## src/design/urdm_pkg.sv

```systemverilog
// ----------------------------------------------------------------------------
// urdm_pkg
// shared types, codes and constants of the in request / data matcher
// ----------------------------------------------------------------------------
package urdm_pkg;

  // field widths
  localparam int CMD_W    = 2;
  localparam int SEQ_W    = 32;
  localparam int EP_W     = 4;
  localparam int LEN_W    = 7;
  localparam int KIND_W   = 3;
  localparam int STATUS_W = 7;

  // parameter defaults
  localparam int DEF_ENDPOINTS   = 16;
  localparam int DEF_MAX_PAYLOAD = 64;

  // queue depths
  localparam int CMDQ_DEPTH = 2;
  localparam int RESQ_DEPTH = 2;

  localparam logic [STATUS_W-1:0] STATUS_OK        = 7'd0;
  localparam logic [STATUS_W-1:0] STATUS_NOT_FOUND = 7'd104;

  localparam logic DIR_OUT = 1'b0;
  localparam logic DIR_IN  = 1'b1;

  typedef enum logic [CMD_W-1:0] {
    CMD_EVENT  = 2'd0,
    CMD_IN     = 2'd1,
    CMD_OUT    = 2'd2,
    CMD_CANCEL = 2'd3
  } cmd_e_t;

  typedef enum logic [KIND_W-1:0] {
    KIND_BUFFERED   = 3'd0,
    KIND_RET_SUBMIT = 3'd1,
    KIND_RET_UNLINK = 3'd2,
    KIND_DROPPED    = 3'd3,
    KIND_IGNORED    = 3'd4
  } kind_e_t;

  // classified command as it waits between front and back
  typedef struct packed {
    cmd_e_t             cmd;
    logic [SEQ_W-1:0]   seqnum;
    logic [EP_W-1:0]    endpoint;
    logic               ep_ok;
    logic [LEN_W-1:0]   length;
    logic               len_zero;
    logic [SEQ_W-1:0]   target_seqnum;
  } cmd_t;

  typedef struct packed {
    kind_e_t               kind;
    logic [SEQ_W-1:0]      seqnum;
    logic [EP_W-1:0]       endpoint;
    logic                  direction;
    logic [STATUS_W-1:0]   status;
    logic [LEN_W-1:0]      length;
    logic                  from_buffer;
  } result_t;

endpackage

```

## src/design/usb_in_request_data_matcher.sv

```systemverilog
// ----------------------------------------------------------------------------
// usb_in_request_data_matcher
// per-endpoint scoreboard pairing host in polls with device data
// ----------------------------------------------------------------------------
// transactions enter through a two-entry command queue (push/full) and replies
// leave through a two-entry result queue (empty/pop), so either side may stall
// without holding up the other. the back end handles a data event, an in
// submit or an out submit in one step, and an unlink in two: the first
// registers a compare of the target seqnum against all parked entries, the
// second picks the lowest matching endpoint and writes the reply. sustained
// rate is one transaction per cycle for submits and events while the result
// queue has room. an in submit on a valid endpoint that finds no buffered data
// parks its seqnum and produces no reply; a later data event on that endpoint
// answers it. the scoreboard needs no clearing pass: valid bits reset at once.
module usb_in_request_data_matcher #(
  parameter int ENDPOINTS   = urdm_pkg::DEF_ENDPOINTS,
  parameter int MAX_PAYLOAD = urdm_pkg::DEF_MAX_PAYLOAD
) (
  input  logic                            clk,
  input  logic                            rst,
  // command side
  input  logic                            push,
  output logic                            full,
  input  logic [urdm_pkg::CMD_W-1:0]      command,
  input  logic [urdm_pkg::SEQ_W-1:0]      seqnum,
  input  logic [urdm_pkg::EP_W-1:0]       endpoint,
  input  logic [urdm_pkg::LEN_W-1:0]      event_length,
  input  logic [urdm_pkg::SEQ_W-1:0]      target_seqnum,
  // reply side
  output logic                            empty,
  input  logic                            pop,
  output logic [urdm_pkg::KIND_W-1:0]     reply_kind,
  output logic [urdm_pkg::SEQ_W-1:0]      reply_seqnum,
  output logic [urdm_pkg::EP_W-1:0]       reply_endpoint,
  output logic                            reply_direction,
  output logic [urdm_pkg::STATUS_W-1:0]   reply_status,
  output logic [urdm_pkg::LEN_W-1:0]      reply_length,
  output logic                            from_buffer
);

  import urdm_pkg::*;

  cmd_t    cmd;
  logic    cmd_valid;
  logic    cmd_pop;
  result_t res;
  logic    res_push;
  logic    res_full;
  result_t res_head;
  logic    res_valid;

  // front: classify and queue incoming transactions
  urdm_front #(
    .ENDPOINTS   (ENDPOINTS),
    .MAX_PAYLOAD (MAX_PAYLOAD)
  ) u_front (
    .clk           (clk),
    .rst           (rst),
    .push          (push),
    .full          (full),
    .command       (command),
    .seqnum        (seqnum),
    .endpoint      (endpoint),
    .event_length  (event_length),
    .target_seqnum (target_seqnum),
    .cmd           (cmd),
    .cmd_valid     (cmd_valid),
    .cmd_pop       (cmd_pop)
  );

  // back: scoreboard state and unlink search
  urdm_back #(
    .ENDPOINTS (ENDPOINTS)
  ) u_back (
    .clk       (clk),
    .rst       (rst),
    .cmd       (cmd),
    .cmd_valid (cmd_valid),
    .cmd_pop   (cmd_pop),
    .res_full  (res_full),
    .res_push  (res_push),
    .res       (res)
  );

  // replies wait here until taken
  urdm_queue #(
    .T     (result_t),
    .DEPTH (RESQ_DEPTH)
  ) u_res_queue (
    .clk   (clk),
    .rst   (rst),
    .push  (res_push),
    .wdata (res),
    .full  (res_full),
    .pop   (pop),
    .rdata (res_head),
    .valid (res_valid)
  );

  assign empty           = !res_valid;
  assign reply_kind      = res_head.kind;
  assign reply_seqnum    = res_head.seqnum;
  assign reply_endpoint  = res_head.endpoint;
  assign reply_direction = res_head.direction;
  assign reply_status    = res_head.status;
  assign reply_length    = res_head.length;
  assign from_buffer     = res_head.from_buffer;

`ifndef NO_ASSERTIONS
  // the back end never writes a reply into a full result queue
  a_no_res_overflow: assert property (@(posedge clk) disable iff (rst)
    res_push |-> !res_full)
    else $error("reply pushed into full result queue");

  // a command is consumed only when one is waiting
  a_pop_valid: assert property (@(posedge clk) disable iff (rst)
    cmd_pop |-> cmd_valid)
    else $error("command popped from empty queue");

  // no reply is visible right after reset
  a_reset_empty: assert property (@(posedge clk)
    rst |=> empty)
    else $error("result queue not empty after reset");
`endif

endmodule

```

## src/design/urdm_queue.sv

```systemverilog
// ----------------------------------------------------------------------------
// urdm_queue
// small register queue with push/full and pop/valid sides
// ----------------------------------------------------------------------------
module urdm_queue #(
  parameter type T     = logic,
  parameter int  DEPTH = 2
) (
  input  logic clk,
  input  logic rst,
  input  logic push,
  input  T     wdata,
  output logic full,
  input  logic pop,
  output T     rdata,
  output logic valid
);

  localparam int PTR_W = (DEPTH > 1) ? $clog2(DEPTH) : 1;
  localparam int CNT_W = $clog2(DEPTH + 1);

  T                 mem [DEPTH];
  logic [PTR_W-1:0] wr_ptr;
  logic [PTR_W-1:0] rd_ptr;
  logic [CNT_W-1:0] count;
  logic             do_push;
  logic             do_pop;

  assign full    = (count == CNT_W'(DEPTH));
  assign valid   = (count != '0);
  assign do_push = push && !full;
  assign do_pop  = pop && valid;
  assign rdata   = mem[rd_ptr];

  always_ff @(posedge clk) begin
    if (rst) begin
      wr_ptr <= '0;
      rd_ptr <= '0;
      count  <= '0;
    end else begin
      if (do_push) begin
        wr_ptr <= (wr_ptr == PTR_W'(DEPTH - 1)) ? '0 : wr_ptr + 1'b1;
      end
      if (do_pop) begin
        rd_ptr <= (rd_ptr == PTR_W'(DEPTH - 1)) ? '0 : rd_ptr + 1'b1;
      end
      if (do_push && !do_pop) begin
        count <= count + 1'b1;
      end else if (do_pop && !do_push) begin
        count <= count - 1'b1;
      end
    end
  end

  always_ff @(posedge clk) begin
    if (do_push) begin
      mem[wr_ptr] <= wdata;
    end
  end

endmodule

```

## src/design/urdm_front.sv

```systemverilog
// ----------------------------------------------------------------------------
// urdm_front
// accepts transactions, classifies them and queues them for the back end
// ----------------------------------------------------------------------------
module urdm_front #(
  parameter int ENDPOINTS   = urdm_pkg::DEF_ENDPOINTS,
  parameter int MAX_PAYLOAD = urdm_pkg::DEF_MAX_PAYLOAD
) (
  input  logic                         clk,
  input  logic                         rst,
  input  logic                         push,
  output logic                         full,
  input  logic [urdm_pkg::CMD_W-1:0]   command,
  input  logic [urdm_pkg::SEQ_W-1:0]   seqnum,
  input  logic [urdm_pkg::EP_W-1:0]    endpoint,
  input  logic [urdm_pkg::LEN_W-1:0]   event_length,
  input  logic [urdm_pkg::SEQ_W-1:0]   target_seqnum,
  output urdm_pkg::cmd_t               cmd,
  output logic                         cmd_valid,
  input  logic                         cmd_pop
);

  import urdm_pkg::*;

  cmd_t in_cmd;

  // saturate oversized events, flag zero length and out of range endpoints
  always_comb begin
    in_cmd.cmd           = cmd_e_t'(command);
    in_cmd.seqnum        = seqnum;
    in_cmd.endpoint      = endpoint;
    in_cmd.ep_ok         = (32'(endpoint) < 32'(ENDPOINTS));
    in_cmd.length        = (32'(event_length) > 32'(MAX_PAYLOAD)) ?
                           LEN_W'(MAX_PAYLOAD) : event_length;
    in_cmd.len_zero      = (event_length == '0);
    in_cmd.target_seqnum = target_seqnum;
  end

  urdm_queue #(
    .T     (cmd_t),
    .DEPTH (CMDQ_DEPTH)
  ) u_cmd_queue (
    .clk   (clk),
    .rst   (rst),
    .push  (push),
    .wdata (in_cmd),
    .full  (full),
    .pop   (cmd_pop),
    .rdata (cmd),
    .valid (cmd_valid)
  );

endmodule

```

## src/design/urdm_back.sv

```systemverilog
// ----------------------------------------------------------------------------
// urdm_back
// endpoint scoreboard: parks in requests, buffers data, resolves unlinks
// ----------------------------------------------------------------------------
module urdm_back #(
  parameter int ENDPOINTS = urdm_pkg::DEF_ENDPOINTS
) (
  input  logic              clk,
  input  logic              rst,
  input  urdm_pkg::cmd_t    cmd,
  input  logic              cmd_valid,
  output logic              cmd_pop,
  input  logic              res_full,
  output logic              res_push,
  output urdm_pkg::result_t res
);

  import urdm_pkg::*;

  localparam int IDX_W = (ENDPOINTS > 1) ? $clog2(ENDPOINTS) : 1;

  typedef enum logic [1:0] {
    ST_IDLE  = 2'b01,
    ST_MATCH = 2'b10
  } back_state_t;

  back_state_t          state;
  back_state_t          state_next;

  logic [ENDPOINTS-1:0] parked_valid;
  logic [SEQ_W-1:0]     parked_seqnum [ENDPOINTS];
  logic [ENDPOINTS-1:0] buffer_ready;
  logic [LEN_W-1:0]     buffer_length [ENDPOINTS];

  logic [ENDPOINTS-1:0] match_raw;
  logic [ENDPOINTS-1:0] match_vec;
  logic [ENDPOINTS-1:0] match_low;
  logic [SEQ_W-1:0]     cancel_seqnum;

  logic [IDX_W-1:0]     idx;
  logic                 pv;
  logic                 br;
  logic                 exec;
  logic                 set_parked;
  logic                 clr_parked;
  logic                 set_buffer;
  logic                 clr_buffer;
  logic                 load_match;
  logic                 unlink_done;

  assign idx = cmd.endpoint[IDX_W-1:0];
  assign pv  = cmd.ep_ok && parked_valid[idx];
  assign br  = cmd.ep_ok && buffer_ready[idx];

  // every parked entry compared against the unlink target at once
  always_comb begin
    for (int i = 0; i < ENDPOINTS; i++) begin
      match_raw[i] = parked_valid[i] && (parked_seqnum[i] == cmd.target_seqnum);
    end
  end

  // lowest endpoint wins
  assign match_low = match_vec & (~match_vec + 1'b1);

  assign exec = (state == ST_IDLE) && cmd_valid &&
                ((cmd.cmd == CMD_CANCEL) || !res_full);

  always_comb begin
    state_next  = state;
    cmd_pop     = 1'b0;
    res_push    = 1'b0;
    res         = '0;
    set_parked  = 1'b0;
    clr_parked  = 1'b0;
    set_buffer  = 1'b0;
    clr_buffer  = 1'b0;
    load_match  = 1'b0;
    unlink_done = 1'b0;
    case (state)
      ST_IDLE: begin
        if (exec) begin
          cmd_pop      = 1'b1;
          res.endpoint = cmd.endpoint;
          case (cmd.cmd)
            CMD_EVENT: begin
              res_push      = 1'b1;
              res.direction = DIR_IN;
              res.length    = cmd.length;
              if (cmd.len_zero) begin
                res.kind   = KIND_IGNORED;
                res.length = '0;
              end else if (!cmd.ep_ok) begin
                res.kind = KIND_DROPPED;
              end else if (pv) begin
                res.kind   = KIND_RET_SUBMIT;
                res.seqnum = parked_seqnum[idx];
                clr_parked = 1'b1;
              end else if (br) begin
                res.kind = KIND_DROPPED;
              end else begin
                res.kind   = KIND_BUFFERED;
                set_buffer = 1'b1;
              end
            end
            CMD_IN: begin
              res.kind      = KIND_RET_SUBMIT;
              res.seqnum    = cmd.seqnum;
              res.direction = DIR_IN;
              if (!cmd.ep_ok) begin
                res_push = 1'b1;
              end else if (br) begin
                res_push        = 1'b1;
                res.length      = buffer_length[idx];
                res.from_buffer = 1'b1;
                clr_buffer      = 1'b1;
              end else begin
                // parked: no reply until data shows up
                set_parked = 1'b1;
              end
            end
            CMD_OUT: begin
              res_push      = 1'b1;
              res.kind      = KIND_RET_SUBMIT;
              res.seqnum    = cmd.seqnum;
              res.direction = DIR_OUT;
            end
            CMD_CANCEL: begin
              load_match = 1'b1;
              state_next = ST_MATCH;
            end
            default: begin
              state_next = ST_IDLE;
            end
          endcase
        end
      end
      ST_MATCH: begin
        if (!res_full) begin
          res_push      = 1'b1;
          unlink_done   = 1'b1;
          res.kind      = KIND_RET_UNLINK;
          res.seqnum    = cancel_seqnum;
          res.endpoint  = '0;
          res.direction = DIR_OUT;
          res.status    = (|match_vec) ? STATUS_OK : STATUS_NOT_FOUND;
          state_next    = ST_IDLE;
        end
      end
      default: begin
        state_next = ST_IDLE;
      end
    endcase
  end

  always_ff @(posedge clk) begin
    if (rst) begin
      state        <= ST_IDLE;
      parked_valid <= '0;
      buffer_ready <= '0;
    end else begin
      state <= state_next;
      if (set_parked) begin
        parked_valid[idx] <= 1'b1;
      end
      if (clr_parked) begin
        parked_valid[idx] <= 1'b0;
      end
      if (unlink_done) begin
        parked_valid <= parked_valid & ~match_low;
      end
      if (set_buffer) begin
        buffer_ready[idx] <= 1'b1;
      end
      if (clr_buffer) begin
        buffer_ready[idx] <= 1'b0;
      end
    end
  end

  always_ff @(posedge clk) begin
    if (set_parked) begin
      parked_seqnum[idx] <= cmd.seqnum;
    end
    if (set_buffer) begin
      buffer_length[idx] <= cmd.length;
    end
    if (load_match) begin
      match_vec     <= match_raw;
      cancel_seqnum <= cmd.seqnum;
    end
  end

endmodule
```

## config.mk

```make
export PLATFORM = sky130hd
export DESIGN_NAME = usb_in_request_data_matcher
export DESIGN_NICKNAME = d
export VERILOG_FILES = /design/src/design/urdm_pkg.sv /design/src/design/usb_in_request_data_matcher.sv /design/src/design/urdm_queue.sv /design/src/design/urdm_front.sv /design/src/design/urdm_back.sv
export SDC_FILE = /design/constraint.sdc
export NUM_CORES = 1
export LEC_CHECK = 0
export BUFFER_PORTS_ARGS = -buffer_cell sky130_fd_sc_hd__buf_4
export CORE_MARGIN = 3
export CORE_UTILIZATION = 35
export DETAILED_ROUTE_END_ITERATION = 6
export GPL_ROUTABILITY_DRIVEN = 1
export GPL_TIMING_DRIVEN = 0
export HOLD_SLACK_MARGIN = 0.02
export PLACE_DENSITY_LB_ADDON = 0.12
export REMOVE_ABC_BUFFERS = 1
export SYNTH_ARGS = -nofsm -noshare
export SYNTH_HDL_FRONTEND = slang
export SYNTH_SLANG_ARGS = --single-unit
```

## constraint.sdc

```tcl
create_clock -name clk -period 5.7 [get_ports clk]
set_input_delay 0.855 -clock clk [delete_from_list [all_inputs] [get_ports clk]]
set_output_delay 0.855 -clock clk [all_outputs]
set_load 0.02 [all_outputs]
```

# Word-level counts from Yosys, hierarchy flattened
# Memories as Yosys holds them, arrays and structs flattened. A register that Yosys moved wholly into a read port is not among the register bits.
# Index checks and enable logic that the tools add are counted.
word_totals:
  regBits: 90
  latch_bits: 0
  ram_bits: 890
  mem_bits_ro: 0
  input_bits: 81
  out_inout_bits: 57
  word_cells: 202
  mem_count: 4
memory_table:
  columns: ["name", "depth", "width", "rd", "rd_ports_with_merged_regs", "write_ports", "line_no", "rtl"]
  rows:
  - ["u_back.parked_seqnum", 16, 32, 17, 0, 1, "urdm_back.sv:31", "logic [SEQ_W-1:0] parked_seqnum [ENDPOINTS];"]
  - ["u_front.u_cmd_queue.mem", 2, 78, 1, 1, 1, "urdm_queue.sv:22", "T mem [DEPTH];"]
  - ["u_back.buffer_length", 16, 7, 1, 0, 1, "urdm_back.sv:33", "logic [LEN_W-1:0] buffer_length [ENDPOINTS];"]
  - ["u_res_queue.mem", 2, 55, 1, 1, 1, "urdm_queue.sv:22", null]
classes:
  add_sub_neg: 9
  multipliers: 0
  n_div: 0
  n_lt_le_gt_ge: 3
  n_eq_ne: 26
  shift: 0
  n_mux: 92
  n_bitwise: 9
  reduce_logical: 48
op_table:
  columns: ["operator", "n"]
  rows:
  - ["$eq 32x32->1", 16]
  - ["$mux 16", 7]
  - ["$mux 32", 3]
  - ["$pmux 40 s2", 1]
  - ["$pmux 35 s2", 1]
  - ["$and 16x16->16", 4]
  - ["$mux 1", 52]
  - ["$not 16->16", 3]
  - ["$mux 46", 1]
  - ["$mux 40", 1]
  - ["$mux 8", 4]
  - ["$or 16x16->16", 2]
  - ["$mux 7", 4]
  - ["$logic_and 1x1->1", 27]
  - ["$mux 2", 9]
  - ["$add 16x1->16 const B", 1]
  - ["$reduce_or 16->1", 1]
  - ["$pmux 7 s2", 1]
  - ["$eq 2x2->1 const B", 5]
  - ["$bmux 1 s4", 2]
  - ["$reduce_bool 2->1", 4]
  - ["$gt 7x7->1 const B", 1]
  - ["$logic_not 1->1", 7]
  - ["$logic_not 7->1", 1]
  - ["other kinds (17)", 29]

# Longest topological paths before layout
depth:
  depth_word: 14
  ltp_mapped: 14
  ltp_nobuf: 10

# Cells and area by module
# A second synthesis with hierarchy kept.
unflattened:
  hier_cells: 2600
  area_unflattened_um2: 43998.4
by_module_without_submodules:
  columns: ["module", "instances", "cells_per_inst", "area_each_um2", "seq_area_each_um2"]
  rows:
  - ["urdm_back", 1, 2122, 33767.4, 20860.0]
  - ["urdm_queue (u_front.u_cmd_queue)", 1, 271, 5955.7, 4844.6]
  - ["urdm_queue (u_res_queue)", 1, 196, 4185.3, 3403.3]
  - ["urdm_front", 1, 10, 86.3, 0.0]
  - ["usb_in_request_data_matcher", 1, 1, 3.8, 0.0]

# Worst setup path after synthesis
# No wires, ideal clock.
synth_timing:
  kind: "reg-to-reg"
  start: "register with a tool-made name"
  end: "memory u_res_queue.mem[0][0] (netlist name), enable pin"
  setup_time_ps: 461
  arrival_time_ps: 5124
  required_time_ps: 5239
  slack_ps: 115
  path_stages_with_launch: 11
  n_path_buf: 4
  cell_sequence: "dfxtp_1 > buf_6 > buf_8 > clkbuf_1 > buf_1 > mux2i_1 > inv_1 > ha_1 > or4_1 > o31ai_2 > nor2b_1"
synth_rtl:
  columns: ["element", "line_no"]
  rows:
  - ["to (decl)", "urdm_queue.sv:22"]

==> out/summary.txt <==
Post-synthesis cell count: 2608
DRT Pass-1 Iters: 5
First-pass GRT wire length: 214000 microns
Initial antenna violation count: 4
GR Layer Usage met2: 38.1%
Congestion Overflow GR: 0
Slew margin rel.: -2.62%
Wire per inst: 34.4 microns
Layout Skew: 34.5 ps
Final Cell Area: 51600 sq um
Grt peak-use layer: met2
RSZ-0062 raised after global routing: false
DRC violations left: 0
Register area share after synthesis: 66.3%
Yosys reg bits: 970
Critical path arrival: 5510 ps
Commonest non-fill, non-tap cells in the layout: 926 x edfxtp_1, 455 x xor2_1, 156 x mux4_2, 139 x buf_4, 117 x nand4_1
Final Hold Viols: 0
Lkg Pwr: 16.6 nW
Worst Setup End Kind: flip-flop
Synth warn: 0
Layout cells sized above 1: 25.3%
Final core utilization: 42.2%
Slowest cell delay on critical path: 1050 ps
Post-synth ARST share: 0%
Type of origin of the critical path: flip-flop
Clk sinks: 970
CP max stage cell: nor3_1
Slew Limit Fails: 2
Syn_area_per_cell: 16.6 sq um
Predominant post-synthesis flop cell: edfxtp_1
Routability cong.: 0.978
Die Area: 128000 sq um
Clk slew on worst S/H paths: 60 ps
Die Width: 358 microns
Starting DRC count in detailed routing: 3138
Vias in the first global route: 26000
Failing checks: max-capacitance violations, max-slew violations
Final net count: 2909
GRT met1 Usage: 33.6%
Synthesis-to-finish area growth: 19.2%
Most common cell after layout, fill and taps aside: edfxtp_1
Number of synthesized flops with an enable pin: 926
Clk_lat worst skew: 710 ps
Mapped Area: 43300 sq um
Antenna viol nets, final: 0
Pwr Density: 497 nW/um^2
WP data required: 6020 ps
Worst Hold Class: primary input to flip-flop
Std cell rows: 128
CP top delay family: simple AND/OR/NAND/NOR gates
Placed cell areas: 47800 sq um
DR vias: 26000
Initial Util: 35.4%
FMAX: 193 MHz
Num CTS Buffers: 109
Critical path class: flip-flop to flip-flop
Post-CTS Hold Buffers: 0
Met3 global-route usage: 5.02%
Number of max-cap violations: 1
R2r setup slk: 510 ps
CTS tree: done
H-tree levels: 3
Worst Path Buf+Inv: 1
Fin crit share: 91.0%
Slew @ Worst Pin: 1530 ps
IO buf count: 133
Crit Path Max Fanout: 48
Peak supply drop: 330 uV
Total inserted antenna cells: 0
Routed vias/inst: 5.73
Status: complete, but fails checks
Gr usage total: 24.2%
CTS root buf: clkbuf_16
Distinct cell type count after synthesis: 67
Core Area: 122000 sq um
Setup violators final: 0
Post-route minimum period: 5190 ps
Crit-path cells: buf_16, nor3b_2, o21ai_0, a41oi_1, or4_2, nand3_1, nor3_1
Largest net degree at the start of global routing: 49
CTS Buffer Depth: 3
Post-DP HPWL: 117000 microns
I/O pin count: 138
Die Height: 358 microns
DRT Wirelength: 156000 microns
-- cell usage after synthesis (5+ instances only) --
| master | instances | share of area [%] |
|---|---|---|
| a211oi_1 | 13 | 0.23 |
| a21oi_1 | 18 | 0.21 |
| a221oi_1 | 5 | 0.10 |
| a22oi_1 | 32 | 0.56 |
| a31oi_1 | 7 | 0.10 |
| a41oi_1 | 20 | 0.40 |
| and2_1 | 6 | 0.087 |
| buf_1 | 8 | 0.069 |
| buf_2 | 40 | 0.46 |
| buf_4 | 24 | 0.42 |
| buf_6 | 5 | 0.13 |
| clkbuf_1 | 70 | 0.61 |
| dfxtp_1 | 44 | 2.0 |
| edfxtp_1 | 926 | 64 |
| ha_1 | 7 | 0.20 |
| inv_1 | 18 | 0.16 |
| mux2_2 | 90 | 2.3 |
| mux2i_1 | 8 | 0.19 |
| mux2i_2 | 32 | 1.0 |
| mux4_2 | 156 | 8.1 |
| nand2_1 | 29 | 0.25 |
| nand2b_1 | 5 | 0.072 |
| nand3_1 | 31 | 0.36 |
| nand4_1 | 117 | 1.7 |
| nor2_1 | 54 | 0.47 |
| nor2b_1 | 12 | 0.17 |
| nor3_1 | 23 | 0.27 |
| nor4_1 | 55 | 0.80 |
| o21ai_0 | 45 | 0.52 |
| o21bai_1 | 11 | 0.19 |
| o22ai_1 | 84 | 1.2 |
| o31ai_1 | 32 | 0.56 |
| or4_1 | 11 | 0.19 |
| xnor2_1 | 64 | 1.3 |
| xor2_1 | 455 | 9.2 |
-- worst register-to-register path: stages, from the launching register on --
cell     delay (ps)
dfxtp_4         580
buf_16          330
nor3b_2         830
o21ai_0         230
a41oi_1         460
or4_2           690
nand3_1         650
nor3_1         1060
-- logic make-up (layout without fill, tap and decap cells) --
kind of cell	count (synthesis)	after routing	synth area share (%)
flops	970	970	66.3
mux	286	286	11.7
simple gates	366	366	4.78
compound gates	292	292	4.64
fa+ha+maj	7	7	0.202
buf+inv	167	470	1.89
other cells	1	4	0.00867
xor+xnor	519	519	10.5
-- registers in the layout, summed over array words and instances (netlist names), named ones only --
name,cells
u_back.parked_seqnum,512
u_front.u_cmd_queue.wr_ptr,1
u_res_queue.count,2
u_res_queue.mem,98
u_front.u_cmd_queue.rd_ptr,1
u_back.buffer_ready,16
u_res_queue.wr_ptr,1
u_back.match_vec,16
u_back.parked_valid,1
u_front.u_cmd_queue.mem,156
u_back.state,2
u_res_queue.rd_ptr,1
u_back.cancel_seqnum,32
u_front.u_cmd_queue.count,2
u_back.buffer_length,112
-- stage by stage --
step | total power, mW | setup TNS (ps) | instances | hold slack, ps | worst slack (ps)
detailed placement | 18.6 | -1680 | 4328 | 470 | -184
global placement | 18.0 | - | 4221 | 469 | -30230
CTS | 25.7 | 0 | 4532 | 281 | 309
finish | 25.6 | 0 | 4539 | 331 | 512
global route | 26.5 | 0 | 4539 | 295 | 169
floorplan | 14.6 | -3499040 | 2463 | 438 | -13570
-- cell type report --
type                    count  area (sq um)
fillers                 10900         70600
flip-flops and latches    970         28700
multi-input cells        1474         14200
repair buffers            247          2980
clock buffers             131          2810
well taps                1625          2030
clock inverters            73           781
inverters                  19          71.3
-- where the power goes --
group	switching [mW]	total [mW]	internal, mW
Combinational	6.16	9.28	3.13
Sequential	0.248	9.24	8.99
Clock	2.99	7.11	4.12
Total	9.39	25.6	16.2
-- worst paths after layout --
path                          start                             end  depth (start not counted)
max reg2reg               flip-flop      u_back.buffer_length[6][2]                          7
min               target_seqnum[20]  u_front.u_cmd_queue.mem[1][20]                          1
min reg2reg  u_back.buffer_ready[4]          u_back.buffer_ready[4]                          2
max                       flip-flop      u_back.buffer_length[6][2]                          7
-- layer usage --
| metal | share of wire [%] | vias up |
|---|---|---|
| li1 | - | 10800 |
| met1 | 42 | 13900 |
| met3 | 8.3 | 199 |
| met4 | 3.7 | 2 |
| met5 | 0.0096 | - |
| met2 | 46 | 1171 |
-- repair_timing --
action                                  4_1_cts  5_1_grt
gates resized for setup                       3        0
buffers inserted                              0        0
endpoints found under the setup margin       14        0
endpoints found under the hold margin         0        0
(Power assumes the default switching activity.)
